==> config.mk <==
export PLATFORM = sky130hd
export DESIGN_NAME = char_lcd_nibble_sequencer_top
export DESIGN_NICKNAME = d
export VERILOG_FILES = /design/src/hdl/clns_pkg.sv /design/src/hdl/char_lcd_nibble_sequencer_top.sv
export SDC_FILE = /design/constraint.sdc
export NUM_CORES = 1
export LEC_CHECK = 0
export ABC_AREA = 1
export ABC_CLOCK_PERIOD_IN_PS = 5600
export BUFFER_PORTS_ARGS = -buffer_cell sky130_fd_sc_hd__buf_2
export CORE_ASPECT_RATIO = 1.1
export CORE_MARGIN = 2
export CORE_UTILIZATION = 55
export CTS_CLUSTER_DIAMETER = 100
export DETAILED_ROUTE_END_ITERATION = 7
export PLACE_DENSITY_LB_ADDON = 0.12
export SETUP_SLACK_MARGIN = 0.05
export SYNTH_ARGS = -nofsm -noshare
export SYNTH_HDL_FRONTEND = slang
export SYNTH_SLANG_ARGS = --single-unit
==> constraint.sdc <==
create_clock -name i_clk -period 5.6 [get_ports i_clk]
set_clock_uncertainty 0.05 [all_clocks]
set_input_delay 0.28 -clock i_clk [delete_from_list [all_inputs] [get_ports i_clk]]
set_output_delay 0.28 -clock i_clk [all_outputs]
set_load 0.02 [all_outputs]
==> src/hdl/clns_pkg.sv <==
// shared types, codes and microcode table for the lcd nibble sequencer
`default_nettype none
package clns_pkg;

    localparam int PC_W = 6;

    localparam logic [15:0] PULSE_HOLD_RESET   = 16'd200;
    localparam logic [19:0] POWERUP_WAIT_RESET = 20'd100000;

    typedef enum logic [2:0] {
        OP_WRITE_DATA = 3'd0,
        OP_WRITE_CMD  = 3'd1,
        OP_SET_CURSOR = 3'd2,
        OP_CLEAR      = 3'd3,
        OP_INIT       = 3'd4
    } t_op;

    typedef enum logic {
        CFG_PULSE_HOLD   = 1'b0,
        CFG_POWERUP_WAIT = 1'b1
    } t_cfg_index;

    typedef enum logic {
        ST_IDLE,
        ST_RUN
    } t_state;

    typedef enum logic [1:0] {
        NIB_HI,
        NIB_LO,
        NIB_CONST
    } t_nib_sel;

    // one control word per emitted pin state
    typedef struct packed {
        t_nib_sel    nib_sel;
        logic [3:0]  nib_const;
        logic        rs_var;
        logic        en;
        logic        hold_wait;
        logic        last;
    } t_uword;

    typedef struct packed {
        logic            ok;
        logic [PC_W-1:0] pc;
    } t_entry;

    localparam logic [PC_W-1:0] ENTRY_BYTE  = 6'd0;
    localparam logic [PC_W-1:0] ENTRY_CLEAR = 6'd6;
    localparam logic [PC_W-1:0] ENTRY_INIT  = 6'd18;

    function automatic t_uword uw_var(input logic hi, input logic en, input logic last);
        t_uword w;
        w.nib_sel   = hi ? NIB_HI : NIB_LO;
        w.nib_const = 4'h0;
        w.rs_var    = 1'b1;
        w.en        = en;
        w.hold_wait = 1'b0;
        w.last      = last;
        return w;
    endfunction

    function automatic t_uword uw_const(input logic [3:0] nib, input logic en,
                                        input logic last);
        t_uword w;
        w.nib_sel   = NIB_CONST;
        w.nib_const = nib;
        w.rs_var    = 1'b0;
        w.en        = en;
        w.hold_wait = 1'b0;
        w.last      = last;
        return w;
    endfunction

    function automatic t_uword uw_wait();
        t_uword w;
        w.nib_sel   = NIB_CONST;
        w.nib_const = 4'h0;
        w.rs_var    = 1'b0;
        w.en        = 1'b0;
        w.hold_wait = 1'b1;
        w.last      = 1'b0;
        return w;
    endfunction

    // microcode: latched byte, clear (0x01 0x02), init (wait, 2, 0x28 0x0e 0x06)
    function automatic t_uword f_rom(input logic [PC_W-1:0] pc);
        t_uword w;
        case (pc)
            6'd0, 6'd2:                     w = uw_var(1'b1, 1'b0, 1'b0);
            6'd1:                           w = uw_var(1'b1, 1'b1, 1'b0);
            6'd3:                           w = uw_var(1'b0, 1'b0, 1'b0);
            6'd4:                           w = uw_var(1'b0, 1'b1, 1'b0);
            6'd5:                           w = uw_var(1'b0, 1'b0, 1'b1);
            6'd6, 6'd8, 6'd12, 6'd14,
            6'd28, 6'd30, 6'd34, 6'd36:     w = uw_const(4'h0, 1'b0, 1'b0);
            6'd7, 6'd13, 6'd29, 6'd35:      w = uw_const(4'h0, 1'b1, 1'b0);
            6'd9, 6'd11:                    w = uw_const(4'h1, 1'b0, 1'b0);
            6'd10:                          w = uw_const(4'h1, 1'b1, 1'b0);
            6'd15, 6'd19, 6'd21,
            6'd22, 6'd24:                   w = uw_const(4'h2, 1'b0, 1'b0);
            6'd16, 6'd20, 6'd23:            w = uw_const(4'h2, 1'b1, 1'b0);
            6'd17:                          w = uw_const(4'h2, 1'b0, 1'b1);
            6'd18:                          w = uw_wait();
            6'd25, 6'd27:                   w = uw_const(4'h8, 1'b0, 1'b0);
            6'd26:                          w = uw_const(4'h8, 1'b1, 1'b0);
            6'd31, 6'd33:                   w = uw_const(4'hE, 1'b0, 1'b0);
            6'd32:                          w = uw_const(4'hE, 1'b1, 1'b0);
            6'd37:                          w = uw_const(4'h6, 1'b0, 1'b0);
            6'd38:                          w = uw_const(4'h6, 1'b1, 1'b0);
            6'd39:                          w = uw_const(4'h6, 1'b0, 1'b1);
            default:                        w = uw_const(4'h0, 1'b0, 1'b1);
        endcase
        return w;
    endfunction

    function automatic t_entry f_entry(input logic [2:0] op);
        t_entry e;
        e.ok = 1'b1;
        case (op)
            OP_WRITE_DATA, OP_WRITE_CMD, OP_SET_CURSOR: e.pc = ENTRY_BYTE;
            OP_CLEAR:                                   e.pc = ENTRY_CLEAR;
            OP_INIT:                                    e.pc = ENTRY_INIT;
            default: begin
                e.ok = 1'b0;
                e.pc = ENTRY_BYTE;
            end
        endcase
        return e;
    endfunction

endpackage
`default_nettype wire

==> src/hdl/char_lcd_nibble_sequencer_top.sv <==
// top level: microcoded 4-bit character lcd write sequencer
//
// Each accepted request is turned into a list of pin states (nibble, rs,
// enable, hold cycles, last), one result item per pin state. A microcode
// table drives the sequencer, which emits one pin state per clock when the
// output side is ready: a data, command or cursor request gives 6 items,
// clear gives 12 and initialise gives 22. A new request is taken in the
// cycle after the last control word of the previous one has been loaded
// into the output register; unknown operation codes are accepted and
// produce nothing. The output register also lets the final item wait
// while the next request is taken. Configuration writes are meant for
// idle periods only.
`default_nettype none
module char_lcd_nibble_sequencer_top (
    input  wire logic        i_clk,
    input  wire logic        i_rst_n,
    input  wire logic        i_in_valid,
    output logic             o_in_ready,
    input  wire logic [2:0]  i_operation,
    input  wire logic [7:0]  i_data_byte,
    input  wire logic        i_row,
    input  wire logic [5:0]  i_column,
    output logic             o_out_valid,
    input  wire logic        i_out_ready,
    output logic [3:0]       o_data_nibble,
    output logic             o_register_select,
    output logic             o_enable,
    output logic [19:0]      o_hold_cycles,
    output logic             o_last,
    input  wire logic        i_cfg_valid,
    output logic             o_cfg_ready,
    input  wire logic        i_cfg_index,
    input  wire logic [19:0] i_cfg_data
);

    clns_pkg::t_state                r_state, n_state;
    logic [clns_pkg::PC_W-1:0]       r_pc;
    logic [7:0]                      r_byte;
    logic                            r_rs;
    logic [15:0]                     r_pulse_hold;
    logic [19:0]                     r_powerup_wait;
    logic                            r_out_valid;
    logic [3:0]                      r_nib;
    logic                            r_out_rs;
    logic                            r_out_en;
    logic [19:0]                     r_out_hold;
    logic                            r_out_last;

    clns_pkg::t_uword                uw;
    clns_pkg::t_entry                entry;
    logic                            in_fire;
    logic                            step;
    logic                            out_free;

    assign uw       = clns_pkg::f_rom(r_pc);
    assign entry    = clns_pkg::f_entry(i_operation);
    assign out_free = !r_out_valid || i_out_ready;

    // next state
    always_comb begin
        n_state = r_state;
        case (r_state)
            clns_pkg::ST_IDLE: begin
                if (in_fire && entry.ok) n_state = clns_pkg::ST_RUN;
            end
            clns_pkg::ST_RUN: begin
                if (step && uw.last) n_state = clns_pkg::ST_IDLE;
            end
            default: n_state = clns_pkg::ST_IDLE;
        endcase
    end

    // control outputs
    always_comb begin
        o_in_ready = 1'b0;
        step       = 1'b0;
        case (r_state)
            clns_pkg::ST_IDLE: o_in_ready = 1'b1;
            clns_pkg::ST_RUN:  step       = out_free;
            default: begin
                o_in_ready = 1'b0;
                step       = 1'b0;
            end
        endcase
    end

    assign in_fire     = i_in_valid && o_in_ready;
    assign o_cfg_ready = 1'b1;

    always_ff @(posedge i_clk) begin
        if (!i_rst_n) begin
            r_state        <= clns_pkg::ST_IDLE;
            r_pc           <= '0;
            r_out_valid    <= 1'b0;
            r_pulse_hold   <= clns_pkg::PULSE_HOLD_RESET;
            r_powerup_wait <= clns_pkg::POWERUP_WAIT_RESET;
        end else begin
            r_state <= n_state;
            if (in_fire) begin
                r_pc <= entry.pc;
            end else if (step) begin
                r_pc <= r_pc + 1'b1;
            end
            if (step) begin
                r_out_valid <= 1'b1;
            end else if (i_out_ready) begin
                r_out_valid <= 1'b0;
            end
            if (i_cfg_valid) begin
                case (i_cfg_index)
                    clns_pkg::CFG_PULSE_HOLD:   r_pulse_hold   <= i_cfg_data[15:0];
                    clns_pkg::CFG_POWERUP_WAIT: r_powerup_wait <= i_cfg_data;
                    default:                    r_pulse_hold   <= r_pulse_hold;
                endcase
            end
        end
    end

    // request latch and output register
    always_ff @(posedge i_clk) begin
        if (in_fire) begin
            r_rs <= (i_operation == clns_pkg::OP_WRITE_DATA);
            if (i_operation == clns_pkg::OP_SET_CURSOR) begin
                r_byte <= {1'b1, i_row, i_column};
            end else begin
                r_byte <= i_data_byte;
            end
        end
        if (step) begin
            case (uw.nib_sel)
                clns_pkg::NIB_HI: r_nib <= r_byte[7:4];
                clns_pkg::NIB_LO: r_nib <= r_byte[3:0];
                default:          r_nib <= uw.nib_const;
            endcase
            r_out_rs   <= uw.rs_var && r_rs;
            r_out_en   <= uw.en;
            r_out_hold <= uw.hold_wait ? r_powerup_wait : {4'h0, r_pulse_hold};
            r_out_last <= uw.last;
        end
    end

    assign o_out_valid       = r_out_valid;
    assign o_data_nibble     = r_nib;
    assign o_register_select = r_out_rs;
    assign o_enable          = r_out_en;
    assign o_hold_cycles     = r_out_hold;
    assign o_last            = r_out_last;

endmodule
`default_nettype wire

==> run summary <==
The max-slew violation count was 0; the tightest slew margin relative to the limit was 27.10%. Setup repair after global routing left no endpoint under its margin. The logs give 0.1794 mV for the peak ir drop on the vdd network and 2.67 ns for the worst reg-to-reg setup slack.

The routed wire length per instance was 12.99 µm; the number of antenna violations at the first check in global routing was 0. For the overflow left after global routing, the log shows 0. The detailed router put a total of 3.358 mm of wire on met1. The number of nets in the synthesized netlist is 493. The type of element capturing the critical path is a flip-flop. Summing internal, switching and leakage power gives 0.001321 W. For the synthesis warning total, the log shows 0. For the worst-skew pair, the clock arrives at the later sink with an insertion delay of 0.35 ns.

For this block, the initial DRC count from the detailed router was 164. The die is 83.92 µm wide. The run gives 0.07998 ns as the final-layout worst hold slack. The wire length on met3 was 287 µm; the post-synthesis instance area was 3864 µm².

In the synthesized netlist, the number of instances is 441. The logs give 2,924 for the number of global-route vias before repair and 21.08% for the combined global-route utilization of all metal layers. Entering global routing, the biggest net connects 44 pins.

The count of cells resized by post-cts repair was 0; the highest fanout seen on the critical path was 29. The H-tree generated during clock tree synthesis spans 3 levels. Derived from the worst setup path, the maximum achievable clock frequency is 341.2 MHz.

The count of buffers added on input and output ports is 72. The relative area change from synthesis to final layout came out at 14.90%. The per-instance average area after synthesis is 8.761 µm².

The worst setup path is launched from a flip-flop. Number of storage elements in the synthesis netlist: 90. The logs give 55.78% for the effective utilization at floorplan and 4 for the first-pass iteration count of the detailed router. For the number of diodes, the log shows 0.

Setup violations remaining at the end of the flow were counted as 0. The data required time at the worst endpoint came out at 5.80 ns. The logs give 0 for the final hold violation count and 2 for the maximum count of clock buffers along a single path.

The buffer cell driving the clock tree root was sky130_fd_sc_hd__clkbuf_8. Summing the sequential cell areas from Yosys gives 55.96% of the chip area. After detailed routing, the met2 layer carries 3.948 mm of wire. After clock tree synthesis, the clock-pin slew on the worst setup and hold paths is 0.09 ns. TritonCTS built the clock tree.

For the routed wire length, the log shows 7.758 mm. The tools report the summed negative setup slack over all endpoints as 0 ns. Leaving out fill and tap cells, the most frequent cell in the layout is sky130_fd_sc_hd__nand2_1. The die area was 7712 µm²; the ratio of final minimum period to clock period was 52.33%. Leaving out fill and tap cells, the most frequent cells in the layout are 89 x sky130_fd_sc_hd__nand2_1, 72 x sky130_fd_sc_hd__buf_2, 54 x sky130_fd_sc_hd__dfxtp_1, 47 x sky130_fd_sc_hd__o21ai_0, 46 x sky130_fd_sc_hd__inv_1. Max-cap violations in this run came to 0. The routed design could run at a clock period as short as 2.931 ns.

The via count normalized by instance count works out to 5.141. The count of nets left with antenna violations once routing finished came out at 0. The share of final-layout standard cells stronger than drive strength 1 was 22.85%.

In this run the vertical extent of the chip is 91.91 µm. Excluding fillers, the count of instances in the completed layout stands at 597. During I/O placement, the number of pins put on the boundary was 74. Buffers added to address setup during post-CTS repair amount to 0.

The tools report the routability congestion estimate as 0.8595. In this run the worst hold path is classified as input port to flip-flop. The run gives 613 as the number of fill cells. The core region area was 6927 µm². The tree built by TritonCTS fans out to 90 sinks. Dividing total power by cell area gives a power density of 297.5 nW/µm². After detailed placement, the design holds a cell count of 581.

The analysis attributes to cell leakage a power of 1.989 nW. At the end of the flow, the number of nets in the layout was 559. The wire length of the first global-routing pass came out at 13.08 mm.

In this run the top signal layer used is met4. Arrival time of data at the critical path endpoint: 3.13 ns. In this run, post-CTS hold repair placed 0 buffers. Type of the worst setup path: flip-flop to flip-flop. The flow ran to the end, and the final reports show no timing, DRC or antenna violations. The run gives 5.226 mm as the total half-perimeter wirelength after legalization and detailed placement. The number of different library cells used by synthesis comes to 28. Post-route DRC violation count: 0.

At the pin with the least slew margin, the transition time is 1.092 ns. The number of clock buffers added by TritonCTS is 9. The placement row count is 32. The routed layout has 3,069 vias.
[logic make-up (layout without fill, tap and decap cells)]
kind of cell	after synthesis	count (layout)	synth area share, %
simple gates	199	199	23.35
other cells	1	1	0.09706
fa+ha+maj	8	8	2.591
flops	90	90	55.96
mux	7	7	2.040
compound gates	70	70	9.327
buf+inv	66	137	6.638
[sequential cells by signal, summed over array words and instances, names as in the netlist]
| name | count |
|---|---|
| o_data_nibble | 4 |
| o_enable | 1 |
| o_hold_cycles | 20 |
| o_last | 1 |
| o_out_valid | 1 |
| o_register_select | 1 |
| r_byte | 8 |
| r_pc | 6 |
| r_powerup_wait | 20 |
| r_pulse_hold | 16 |
| r_rs | 1 |
| r_state | 1 |
| uw | 10 |
[power by group]
group          switching (W)  total, W  internal (W)
logic               0.000119  0.000181     0.0000624
clock network       0.000227  0.000389      0.000162
registers          0.0000196  0.000750      0.000730
[cell usage after synthesis, drive strengths merged]
cell	instances	area, µm²
nand2	99	411.6
dfxtp	54	1081
inv	49	183.9
nor2	49	214.0
o21ai	47	235.2
nand3	41	210.2
edfxtp	36	1081
a21oi	19	95.09
clkbuf	14	52.55
ha	8	100.1
mux2	7	78.83
buf	3	20.01
nand4	3	18.77
nor3	3	20.02
o211ai	3	22.52
or2	2	12.51
and3	1	7.510
conb	1	3.750
nand3b	1	7.510
o21bai	1	7.510
[metrics by stage]
stage	worst slack [ns]	area (µm²)	util, %
finish	2.669	4439	64.09
global route	2.393	4439	64.09
CTS	2.647	4439	64.09
detailed placement	2.675	4269	61.63
global placement	2.734	4269	61.63
floorplan	2.113	3864	-
[worst max-delay path: stages, from the launching register on]
cell and delay, ns:
sky130_fd_sc_hd__dfxtp_1 0.44, sky130_fd_sc_hd__inv_2 0.10, sky130_fd_sc_hd__a21oi_4 0.77, sky130_fd_sc_hd__o21ai_0 0.24
sky130_fd_sc_hd__a21oi_1 0.38, sky130_fd_sc_hd__inv_1 0.17, sky130_fd_sc_hd__ha_1 0.33, sky130_fd_sc_hd__nand3_1 0.09
sky130_fd_sc_hd__nand2_1 0.05, sky130_fd_sc_hd__inv_1 0.07, sky130_fd_sc_hd__nand3_1 0.07, sky130_fd_sc_hd__nand2_1 0.06
sky130_fd_sc_hd__nand2_1 0.04
[final cells by class]
cell class                 instances  area, µm²  share of cell area [%]
clock buffer                      10      127.6                   2.875
clock inverter                     6      42.54                  0.9583
inverter                          49      183.9                   4.143
multi-input combinational        285       1456                   32.81
sequential                        90       2162                   48.70
tap                               85      106.4                   2.396
timing repair buffer              72      360.3                   8.117
[final timing paths]
check / startpoint / end / cells past startpoint
worst max-delay path: r_state / uw[2] / 12
worst min-delay path: i_cfg_data[16] / r_powerup_wait[16] / 3
worst max register to register: r_state / uw[2] / 12
worst min register to register: uw[2] / o_enable / 0
[per-layer routing]
| metal | global-route usage, % | vias up |
|---|---|---|
| met5 | 0 | - |
| met2 | 36.67 | 70 |
| met3 | 3.420 | 14 |
| met1 | 25.93 | 1418 |
| li1 | - | 1567 |
| met4 | 9.005 | 0 |
Power figures use the tool's default switching activity.
